<file path="src/ternary_packed_group_dot_defines.svh">
// ============================================================================
// ternary_packed_group_dot assertion macros
// Concurrent assertion wrappers; they expand to nothing in synthesis.
// ============================================================================
`ifndef TERNARY_PACKED_GROUP_DOT_DEFINES_SVH
`define TERNARY_PACKED_GROUP_DOT_DEFINES_SVH

`ifndef SYNTHESIS

// property holds at every clock edge outside reset
`define TPGD_ASSERT(label, clk, rstn, prop) \
    label: assert property (@(posedge clk) disable iff (!rstn) prop) \
        else $error("tpgd assertion failed");

// condition never holds outside reset
`define TPGD_NEVER(label, clk, rstn, cond) \
    `TPGD_ASSERT(label, clk, rstn, !(cond))

`else

`define TPGD_ASSERT(label, clk, rstn, prop)

`define TPGD_NEVER(label, clk, rstn, cond)

`endif

`endif

</file>
<file path="src/tpgd_pkg.sv">
// ============================================================================
// tpgd_pkg
// Shared widths, weight codes, queue entry type and the 2-bit code multiply.
// ============================================================================
package tpgd_pkg;

    localparam int ACT_W       = 8;
    localparam int SCALE_W     = 16;
    localparam int GSUM_W      = 17;
    localparam int PROD_W      = ACT_W + 2;
    localparam int DOT_W       = PROD_W + 2;
    localparam int ACC_W       = 64;
    localparam int QUEUE_DEPTH = 4;

    localparam logic signed [GSUM_W-1:0] GSUM_MAX = {1'b0, {(GSUM_W-1){1'b1}}};
    localparam logic signed [GSUM_W-1:0] GSUM_MIN = {1'b1, {(GSUM_W-1){1'b0}}};

    // 2-bit weight codes, weight = code - 1
    localparam logic [1:0] WCODE_NEG  = 2'd0;
    localparam logic [1:0] WCODE_ZERO = 2'd1;
    localparam logic [1:0] WCODE_POS  = 2'd2;
    localparam logic [1:0] WCODE_DBL  = 2'd3;

    typedef struct packed {
        logic signed [GSUM_W-1:0] gsum;
        logic [SCALE_W-1:0]       act_scale;
        logic [SCALE_W-1:0]       weight_scale;
        logic                     fold;
        logic                     emit;
    } grp_entry_t;

    localparam int ENTRY_W = $bits(grp_entry_t);

    function automatic logic signed [PROD_W-1:0] code_mul(
        input logic [1:0]              code,
        input logic signed [ACT_W-1:0] act
    );
        logic signed [PROD_W-1:0] a;
        logic signed [PROD_W-1:0] r;
        a = PROD_W'(act);
        case (code)
            WCODE_NEG:  r = -a;
            WCODE_ZERO: r = '0;
            WCODE_POS:  r = a;
            WCODE_DBL:  r = a <<< 1;
            default:    r = '0;
        endcase
        return r;
    endfunction

endpackage

</file>
<file path="src/tpgd_front.sv">
// ============================================================================
// tpgd_front
// Accepts beats, sums the four code products into the group sum and queues
// one entry at every group end or output end.
// ============================================================================
module tpgd_front (
    input  logic                                 aclk,
    input  logic                                 aresetn,
    input  logic                                 in_valid,
    output logic                                 in_ready,
    input  logic [7:0]                           weight_byte,
    input  logic signed [tpgd_pkg::ACT_W-1:0]    act_a,
    input  logic signed [tpgd_pkg::ACT_W-1:0]    act_b,
    input  logic signed [tpgd_pkg::ACT_W-1:0]    act_c,
    input  logic signed [tpgd_pkg::ACT_W-1:0]    act_d,
    input  logic [tpgd_pkg::SCALE_W-1:0]         act_scale,
    input  logic [tpgd_pkg::SCALE_W-1:0]         weight_scale,
    input  logic                                 group_last,
    input  logic                                 output_last,
    input  logic                                 q_full,
    output logic                                 q_push,
    output tpgd_pkg::grp_entry_t                 q_data
);

    localparam int SUM_W = tpgd_pkg::GSUM_W + 2;

    logic signed [tpgd_pkg::GSUM_W-1:0] gsum_reg;
    logic signed [tpgd_pkg::GSUM_W-1:0] gsum_next;
    logic signed [tpgd_pkg::DOT_W-1:0]  dot;
    logic signed [SUM_W-1:0]            wide_sum;
    logic signed [tpgd_pkg::GSUM_W-1:0] gsum_sat;
    logic                               accept;

    assign in_ready = !q_full;
    assign accept   = in_valid && in_ready;

    always_comb begin
        dot = tpgd_pkg::DOT_W'(tpgd_pkg::code_mul(weight_byte[1:0], act_a))
            + tpgd_pkg::DOT_W'(tpgd_pkg::code_mul(weight_byte[3:2], act_b))
            + tpgd_pkg::DOT_W'(tpgd_pkg::code_mul(weight_byte[5:4], act_c))
            + tpgd_pkg::DOT_W'(tpgd_pkg::code_mul(weight_byte[7:6], act_d));
        wide_sum = SUM_W'(gsum_reg) + SUM_W'(dot);
        if (wide_sum > SUM_W'(tpgd_pkg::GSUM_MAX)) begin
            gsum_sat = tpgd_pkg::GSUM_MAX;
        end else if (wide_sum < SUM_W'(tpgd_pkg::GSUM_MIN)) begin
            gsum_sat = tpgd_pkg::GSUM_MIN;
        end else begin
            gsum_sat = wide_sum[tpgd_pkg::GSUM_W-1:0];
        end
    end

    always_comb begin
        gsum_next = gsum_reg;
        if (accept) begin
            // a group end folds the sum downstream and restarts it
            gsum_next = group_last ? '0 : gsum_sat;
        end
    end

    always_comb begin
        q_push              = accept && (group_last || output_last);
        q_data.gsum         = gsum_sat;
        q_data.act_scale    = act_scale;
        q_data.weight_scale = weight_scale;
        q_data.fold         = group_last;
        q_data.emit         = output_last;
    end

    always_ff @(posedge aclk) begin
        if (!aresetn) begin
            gsum_reg <= '0;
        end else begin
            gsum_reg <= gsum_next;
        end
    end

endmodule

</file>
<file path="src/tpgd_fifo.sv">
// ============================================================================
// tpgd_fifo
// Short queue of group entries between the front and the back.
// ============================================================================
`include "ternary_packed_group_dot_defines.svh"

module tpgd_fifo #(
    parameter int DEPTH = tpgd_pkg::QUEUE_DEPTH
) (
    input  logic                 aclk,
    input  logic                 aresetn,
    input  logic                 push,
    input  tpgd_pkg::grp_entry_t push_data,
    output logic                 full,
    input  logic                 pop,
    output tpgd_pkg::grp_entry_t pop_data,
    output logic                 empty
);

    localparam int PTR_W = (DEPTH > 1) ? $clog2(DEPTH) : 1;
    localparam int CNT_W = $clog2(DEPTH + 1);

    tpgd_pkg::grp_entry_t mem_reg [DEPTH];
    logic [PTR_W-1:0]     wr_ptr_reg;
    logic [PTR_W-1:0]     wr_ptr_next;
    logic [PTR_W-1:0]     rd_ptr_reg;
    logic [PTR_W-1:0]     rd_ptr_next;
    logic [CNT_W-1:0]     count_reg;
    logic [CNT_W-1:0]     count_next;

    assign full     = (count_reg == CNT_W'(DEPTH));
    assign empty    = (count_reg == '0);
    assign pop_data = mem_reg[rd_ptr_reg];

    always_comb begin
        wr_ptr_next = wr_ptr_reg;
        rd_ptr_next = rd_ptr_reg;
        count_next  = count_reg;
        if (push) begin
            wr_ptr_next = (wr_ptr_reg == PTR_W'(DEPTH - 1)) ? '0 : wr_ptr_reg + 1'b1;
        end
        if (pop) begin
            rd_ptr_next = (rd_ptr_reg == PTR_W'(DEPTH - 1)) ? '0 : rd_ptr_reg + 1'b1;
        end
        if (push && !pop) begin
            count_next = count_reg + 1'b1;
        end else if (pop && !push) begin
            count_next = count_reg - 1'b1;
        end
    end

    always_ff @(posedge aclk) begin
        if (!aresetn) begin
            wr_ptr_reg <= '0;
            rd_ptr_reg <= '0;
            count_reg  <= '0;
        end else begin
            wr_ptr_reg <= wr_ptr_next;
            rd_ptr_reg <= rd_ptr_next;
            count_reg  <= count_next;
        end
    end

    always_ff @(posedge aclk) begin
        if (push) begin
            mem_reg[wr_ptr_reg] <= push_data;
        end
    end

    `TPGD_NEVER(a_no_push_full, aclk, aresetn, push && full)
    `TPGD_NEVER(a_no_pop_empty, aclk, aresetn, pop && empty)
    `TPGD_ASSERT(a_empty_ptrs, aclk, aresetn, empty |-> (wr_ptr_reg == rd_ptr_reg))

endmodule

</file>
<file path="src/tpgd_back.sv">
// ============================================================================
// tpgd_back
// Scales each folded group sum, adds it into the saturating accumulator and
// emits the accumulator at output ends.
// ============================================================================
`include "ternary_packed_group_dot_defines.svh"

module tpgd_back (
    input  logic                               aclk,
    input  logic                               aresetn,
    input  logic                               q_empty,
    output logic                               q_pop,
    input  tpgd_pkg::grp_entry_t               q_data,
    output logic                               out_valid,
    input  logic                               out_ready,
    output logic signed [tpgd_pkg::ACC_W-1:0]  out_value
);

    localparam int SC_W   = 2 * tpgd_pkg::SCALE_W;
    localparam int TERM_W = tpgd_pkg::GSUM_W + SC_W + 1;
    localparam int WIDE_W = tpgd_pkg::ACC_W + 1;

    localparam logic [1:0] ST_IDLE  = 2'd0;
    localparam logic [1:0] ST_SCALE = 2'd1;
    localparam logic [1:0] ST_TERM  = 2'd2;
    localparam logic [1:0] ST_ACC   = 2'd3;

    localparam logic signed [tpgd_pkg::ACC_W-1:0] ACC_MAX =
        {1'b0, {(tpgd_pkg::ACC_W-1){1'b1}}};
    localparam logic signed [tpgd_pkg::ACC_W-1:0] ACC_MIN =
        {1'b1, {(tpgd_pkg::ACC_W-1){1'b0}}};

    logic [1:0]                         state_reg;
    logic [1:0]                         state_next;
    tpgd_pkg::grp_entry_t               ent_reg;
    tpgd_pkg::grp_entry_t               ent_next;
    logic [SC_W-1:0]                    scale_reg;
    logic [SC_W-1:0]                    scale_next;
    logic signed [TERM_W-1:0]           term_reg;
    logic signed [TERM_W-1:0]           term_next;
    logic signed [tpgd_pkg::ACC_W-1:0]  acc_reg;
    logic signed [tpgd_pkg::ACC_W-1:0]  acc_next;
    logic signed [tpgd_pkg::ACC_W-1:0]  acc_sum;
    logic signed [WIDE_W-1:0]           wide_sum;
    logic                               out_valid_reg;
    logic                               out_valid_next;
    logic signed [tpgd_pkg::ACC_W-1:0]  out_data_reg;
    logic signed [tpgd_pkg::ACC_W-1:0]  out_data_next;
    logic                               advance;

    assign out_valid = out_valid_reg;
    assign out_value = out_data_reg;
    assign q_pop     = (state_reg == ST_IDLE) && !q_empty;
    // an emitting entry waits while the output register is still held
    assign advance   = !ent_reg.emit || !out_valid_reg || out_ready;

    always_comb begin
        wide_sum = WIDE_W'(acc_reg) + WIDE_W'(term_reg);
        if (!ent_reg.fold) begin
            acc_sum = acc_reg;
        end else if (wide_sum[WIDE_W-1] != wide_sum[WIDE_W-2]) begin
            acc_sum = wide_sum[WIDE_W-1] ? ACC_MIN : ACC_MAX;
        end else begin
            acc_sum = wide_sum[tpgd_pkg::ACC_W-1:0];
        end
    end

    always_comb begin
        state_next     = state_reg;
        ent_next       = ent_reg;
        scale_next     = scale_reg;
        term_next      = term_reg;
        acc_next       = acc_reg;
        out_valid_next = out_valid_reg;
        out_data_next  = out_data_reg;
        if (out_valid_reg && out_ready) begin
            out_valid_next = 1'b0;
        end
        case (state_reg)
            ST_IDLE: begin
                if (q_pop) begin
                    ent_next   = q_data;
                    state_next = ST_SCALE;
                end
            end
            ST_SCALE: begin
                scale_next = SC_W'(ent_reg.act_scale) * SC_W'(ent_reg.weight_scale);
                state_next = ST_TERM;
            end
            ST_TERM: begin
                term_next  = ent_reg.gsum * $signed({1'b0, scale_reg});
                state_next = ST_ACC;
            end
            ST_ACC: begin
                if (advance) begin
                    if (ent_reg.emit) begin
                        out_valid_next = 1'b1;
                        out_data_next  = acc_sum;
                        acc_next       = '0;
                    end else begin
                        acc_next = acc_sum;
                    end
                    state_next = ST_IDLE;
                end
            end
            default: begin
                state_next = ST_IDLE;
            end
        endcase
    end

    always_ff @(posedge aclk) begin
        if (!aresetn) begin
            state_reg     <= ST_IDLE;
            acc_reg       <= '0;
            out_valid_reg <= 1'b0;
        end else begin
            state_reg     <= state_next;
            acc_reg       <= acc_next;
            out_valid_reg <= out_valid_next;
        end
    end

    always_ff @(posedge aclk) begin
        ent_reg      <= ent_next;
        scale_reg    <= scale_next;
        term_reg     <= term_next;
        out_data_reg <= out_data_next;
    end

    `TPGD_ASSERT(a_emit_clears, aclk, aresetn,
        (state_reg == ST_ACC && ent_reg.emit && advance) |=> (acc_reg == '0 && out_valid_reg))

endmodule

</file>
<file path="src/ternary_packed_group_dot.sv">
// ============================================================================
// ternary_packed_group_dot
// Group-scaled dot product of 2-bit packed weights with int8 activations.
// ============================================================================
// One beat carries a packed weight byte (four 2-bit codes, weight = code - 1)
// and four int8 activations; the front accepts a beat every cycle while the
// queue is not full and keeps the 17-bit saturating group sum. Beats flagged
// group end or output end (tuser / tlast) place an entry in a small queue; the
// back takes each entry through scale product, group term and saturating
// 64-bit add before it pops the next, so short groups can fill the queue and
// stall the front, the back's sequencer setting the pace. Scales are unsigned
// Q4.12, so m_axis_tdata is a signed value with 24 fraction bits, saturated,
// and the accumulator clears after each output.
module ternary_packed_group_dot #(
    parameter int QUEUE_DEPTH = tpgd_pkg::QUEUE_DEPTH
) (
    input  logic        aclk,
    input  logic        aresetn,
    input  logic        s_axis_tvalid,
    output logic        s_axis_tready,
    // weight_byte[7:0], act_a[15:8], act_b[23:16], act_c[31:24], act_d[39:32],
    // act_scale[55:40], weight_scale[71:56]
    input  logic [71:0] s_axis_tdata,
    // group_last[0]
    input  logic        s_axis_tuser,
    input  logic        s_axis_tlast,
    output logic        m_axis_tvalid,
    input  logic        m_axis_tready,
    // out_value[63:0]
    output logic [63:0] m_axis_tdata
);

    tpgd_pkg::grp_entry_t              push_data;
    tpgd_pkg::grp_entry_t              pop_data;
    logic                              q_push;
    logic                              q_pop;
    logic                              q_full;
    logic                              q_empty;
    logic signed [tpgd_pkg::ACC_W-1:0] out_value;

    tpgd_front u_front (
        .aclk         (aclk),
        .aresetn      (aresetn),
        .in_valid     (s_axis_tvalid),
        .in_ready     (s_axis_tready),
        .weight_byte  (s_axis_tdata[7:0]),
        .act_a        ($signed(s_axis_tdata[15:8])),
        .act_b        ($signed(s_axis_tdata[23:16])),
        .act_c        ($signed(s_axis_tdata[31:24])),
        .act_d        ($signed(s_axis_tdata[39:32])),
        .act_scale    (s_axis_tdata[55:40]),
        .weight_scale (s_axis_tdata[71:56]),
        .group_last   (s_axis_tuser),
        .output_last  (s_axis_tlast),
        .q_full       (q_full),
        .q_push       (q_push),
        .q_data       (push_data)
    );

    tpgd_fifo #(
        .DEPTH (QUEUE_DEPTH)
    ) u_fifo (
        .aclk      (aclk),
        .aresetn   (aresetn),
        .push      (q_push),
        .push_data (push_data),
        .full      (q_full),
        .pop       (q_pop),
        .pop_data  (pop_data),
        .empty     (q_empty)
    );

    tpgd_back u_back (
        .aclk      (aclk),
        .aresetn   (aresetn),
        .q_empty   (q_empty),
        .q_pop     (q_pop),
        .q_data    (pop_data),
        .out_valid (m_axis_tvalid),
        .out_ready (m_axis_tready),
        .out_value (out_value)
    );

    assign m_axis_tdata = out_value;

endmodule

</file>
<file path="config.mk">
export PLATFORM = sky130hd
export DESIGN_NAME = ternary_packed_group_dot
export DESIGN_NICKNAME = d
export VERILOG_FILES = /design/src/tpgd_pkg.sv /design/src/tpgd_front.sv /design/src/tpgd_fifo.sv /design/src/tpgd_back.sv /design/src/ternary_packed_group_dot.sv
export VERILOG_INCLUDE_DIRS = /design/src /design/src/src
export SDC_FILE = /design/constraint.sdc
export NUM_CORES = 2
export LEC_CHECK = 0
export ABC_AREA = 1
export BUFFER_PORTS_ARGS = -buffer_cell sky130_fd_sc_hd__buf_2
export CAP_MARGIN = 20
export CORE_AREA = 2 2 305 307
export CTS_BUF_LIST = sky130_fd_sc_hd__clkbuf_16
export CTS_CLUSTER_SIZE = 25
export DETAILED_ROUTE_END_ITERATION = 12
export DIE_AREA = 0 0 307 309
export PLACE_DENSITY = 0.76
export SKIP_LAST_GASP = 1
export SLEW_MARGIN = 20
export SYNTH_ARGS = -nofsm -noshare
export SYNTH_HDL_FRONTEND = slang
export SYNTH_HIERARCHICAL = 1
export SYNTH_SLANG_ARGS = --single-unit
</file>
<file path="constraint.sdc">
create_clock -name aclk -period 10.7 [get_ports aclk]
set_input_delay 3.21 -clock aclk [delete_from_list [all_inputs] [get_ports aclk]]
set_output_delay 3.21 -clock aclk [all_outputs]
set_load 0.02 [all_outputs]
</file>
==> results.cfg <==
[logic_synthesis]
synthFlopType = edfxtp_1
async_flop_share_pct = 0
syn_inst = 6606
synth_edf_count = 401
seq_area_frac_synth_pct = 25.6
ys_types = 55
avgSynthCellArea_um2 = 8.23
yosysWarningCount = 6
ys_ff_latch = 494
syn_area_um2 = 54400
syn_nets = 7738

[timing]
relSlewSlack_pct = 26.5
worst_slew_pin_slew_ps = 1100
fmaxAchievable_mhz = 133
fin_crit_sh_pct = 70.2
fin_crit_ps = 7510
setup_tns_ps = 0
rsz0062_at_grt = no
hold_viol = 0
setup_viol = 0
slew_violations = 0
fin_skew_ps = 38.6

[floorplan]
dieArea_um2 = 94900
start_util_pct = 59.5
die_h_um = 309
design.portCount = 144
die_w_um = 307
rows = 111
coreArea_um2 = 91400

[critical_path]
cp_data_arrival_time_ps = 7940
cp_max_fo = 17
start_kind = input pin
reg2reg_to = u_back/term_reg[42]
r2r-start = u_back/ent_reg[50]
critical_path_class = in -> reg
r2r_setup_slack_ps = 3770
cp_slowest_cell = fa_1
worst_path_most_repeated_cell = inv_1
worstPathRequired_ps = 11130
reg2regPathDepth = 22
critPathCaptureType = flop
slowest_delay_ps = 510

[drt]
drcViolationCount = 0
wirelength_mm = 137
drtAntennaViolNets = 0
wl_per_cell_um = 17.6
firstDrtPassIters = 6
drt_iter0_markers = 3085
dr_total_vias = 41808
viasPerCell = 5.38

[clocking]
ctsRootBufferMaster = clkbuf_16
cts_hold_buf = 0
clockBufferDepth = 3
post_cts_buffers = 0
cts_buffers = 50
tritoncts = yes
clkTransAtPathRegs_ps = 60
postCtsResizedCells = 0
clock-sinks = 494
cts_max_level = 2
clkLatencyLatePin_ps = 640

[place]
io_buffers = 143
dp_hpwl_mm = 106
finalWeightedCongestion = 0.974
place_area_um2 = 55400
dpl.cell_count = 7682

[global_route]
grt_usage_pct = 29.8
grt_pass1_wl_mm = 225
grt_max_degree = 79
grt_pass1_vias = 43161
overflow = 0
antenna_found_initial = 1

[job]
cap_violations = 0

[finish]
drive_gt1_share_pct = 6.56
fillers = 7855
layout.nets = 7680
largest_reg_flops = 204
finalCoreUtilization_pct = 62.4
area_growth_pct = 4.84
multi_input_area_um2 = 33400
instances_no_fill = 7775
n_antenna_cell = 0
seq_area_um2 = 13900
fin_area_um2 = 57000

[min_path]
whs_path_depth = 2
hp-start = u_front/gsum_reg[0]
holdPathEnd = u_front/gsum_reg[0]
hp-class = reg -> reg

[outcome]
status = complete, no violations
==> metal layers <==
layer | wire length (um) | GRT usage (%) | vias to the layer above
met3 | 9320 | 3.76 | 291
li1 | - | - | 19846
met2 | 66700 | 52.0 | 1507
met4 | 4540 | 9.47 | 2
met5 | 7 | 0 | -
met1 | 56400 | 38.7 | 20162
==> how the worst max path moves through the flow <==
stage / startpoint / end / cells past startpoint
after CTS: s_axis_tdata[10] / u_fifo/mem_reg[0][34] / 22
after global routing: s_axis_tdata[18] / u_front/gsum_reg[4] / 28
after floorplan: s_axis_tdata[0] / u_fifo/mem_reg[0][34] / 18
final: s_axis_tdata[18] / u_fifo/mem_reg[3][34] / 28
after global placement: s_axis_tdata[0] / u_fifo/mem_reg[0][49] / 19
after detailed placement: s_axis_tdata[10] / u_fifo/mem_reg[1][49] / 22
==> area by class of cell <==
class / count / area share [%]
inverter: 1504 / 9.91
multi-input combinational: 4316 / 58.6
sequential: 494 / 24.4
tap: 1186 / 2.60
clock buffer: 50 / 2.20
clock inverter: 43 / 0.573
timing repair buffer: 182 / 1.77
==> logic make-up (layout without fill, tap and decap cells) <==
kind of cell    after synthesis  after routing  synth area share (%)
compound gates              663            663                  6.97
xor+xnor                    129            129                  2.08
fa+ha+maj                  1054           1054                  33.9
buf+inv                    1796           1779                  13.1
flops                       494            494                  25.6
simple gates               2470           2470                  18.4
==> critical path, delay by kind of cell <==
family,cells,cell delay [ps]
AOI/OAI and AO/OA,4,810
and+or+nand+nor,10,1280
adders and majority gates,4,1800
buffers and inverters,10,840
==> stage by stage <==
stage               worst slack (ps)  hold slack, ps
floorplan                       2650             445
global placement                2350             468
detailed placement              2520             471
CTS                             3190             480
global route                    2630             491
finish                          3190             481
==> synthesized netlist by cell type (all sizes together) (5+ instances only) <==
library cell | instances | area, um^2
a21oi | 298 | 1610
o22ai | 56 | 350
fa | 695 | 13900
nor4 | 6 | 43.8
a211oi | 7 | 52.6
o31ai | 7 | 52.6
a21o | 5 | 37.5
or2 | 23 | 144
o21a | 7 | 52.6
nand2 | 1836 | 7130
nor3 | 44 | 225
inv | 1501 | 5630
nor2 | 404 | 1540
a21boi | 11 | 82.6
nand4 | 13 | 81.3
dfxtp | 93 | 1860
nand3 | 119 | 641
o21bai | 23 | 173
clkbuf | 210 | 791
edfxtp | 401 | 12000
nand3b | 20 | 163
buf | 82 | 696
o211ai | 7 | 52.6
o221ai | 14 | 123
xor2 | 61 | 534
xnor2 | 68 | 596
o21ai | 197 | 990
a31oi | 25 | 156
ha | 359 | 4490
==> placed cells by master, fill, tap and decap left out, drive strengths merged, types with 2 or more instances in the layout <==
| cell | Yosys | layout |
|---|---|---|
| buf | 82 | 182 |
| or2 | 23 | 23 |
| o31ai | 7 | 7 |
| nand2 | 1836 | 1836 |
| o221ai | 14 | 14 |
| o211ai | 7 | 7 |
| o21ai | 197 | 197 |
| o21a | 7 | 7 |
| nand4 | 13 | 13 |
| fa | 695 | 695 |
| inv | 1501 | 1520 |
| a21boi | 11 | 11 |
| ha | 359 | 359 |
| xor2 | 61 | 61 |
| edfxtp | 401 | 401 |
| and2 | 2 | 2 |
| clkinvlp | 0 | 5 |
| nor2 | 404 | 404 |
| a21oi | 298 | 298 |
| a31oi | 25 | 25 |
| nor3 | 44 | 44 |
| clkbuf | 210 | 50 |
| clkinv | 3 | 20 |
| nor4 | 6 | 6 |
| and3 | 3 | 3 |
| a21o | 5 | 5 |
| o22ai | 56 | 56 |
| a221oi | 3 | 3 |
| o21bai | 23 | 23 |
| bufinv | 0 | 2 |
| nand3b | 20 | 20 |
| nand3 | 119 | 119 |
| dfxtp | 93 | 93 |
| xnor2 | 68 | 68 |
| a211oi | 7 | 7 |
Power is left out: the tool's default activity adds up to more than one toggle a clock period on the data nets, which glitch-free logic cannot reach.
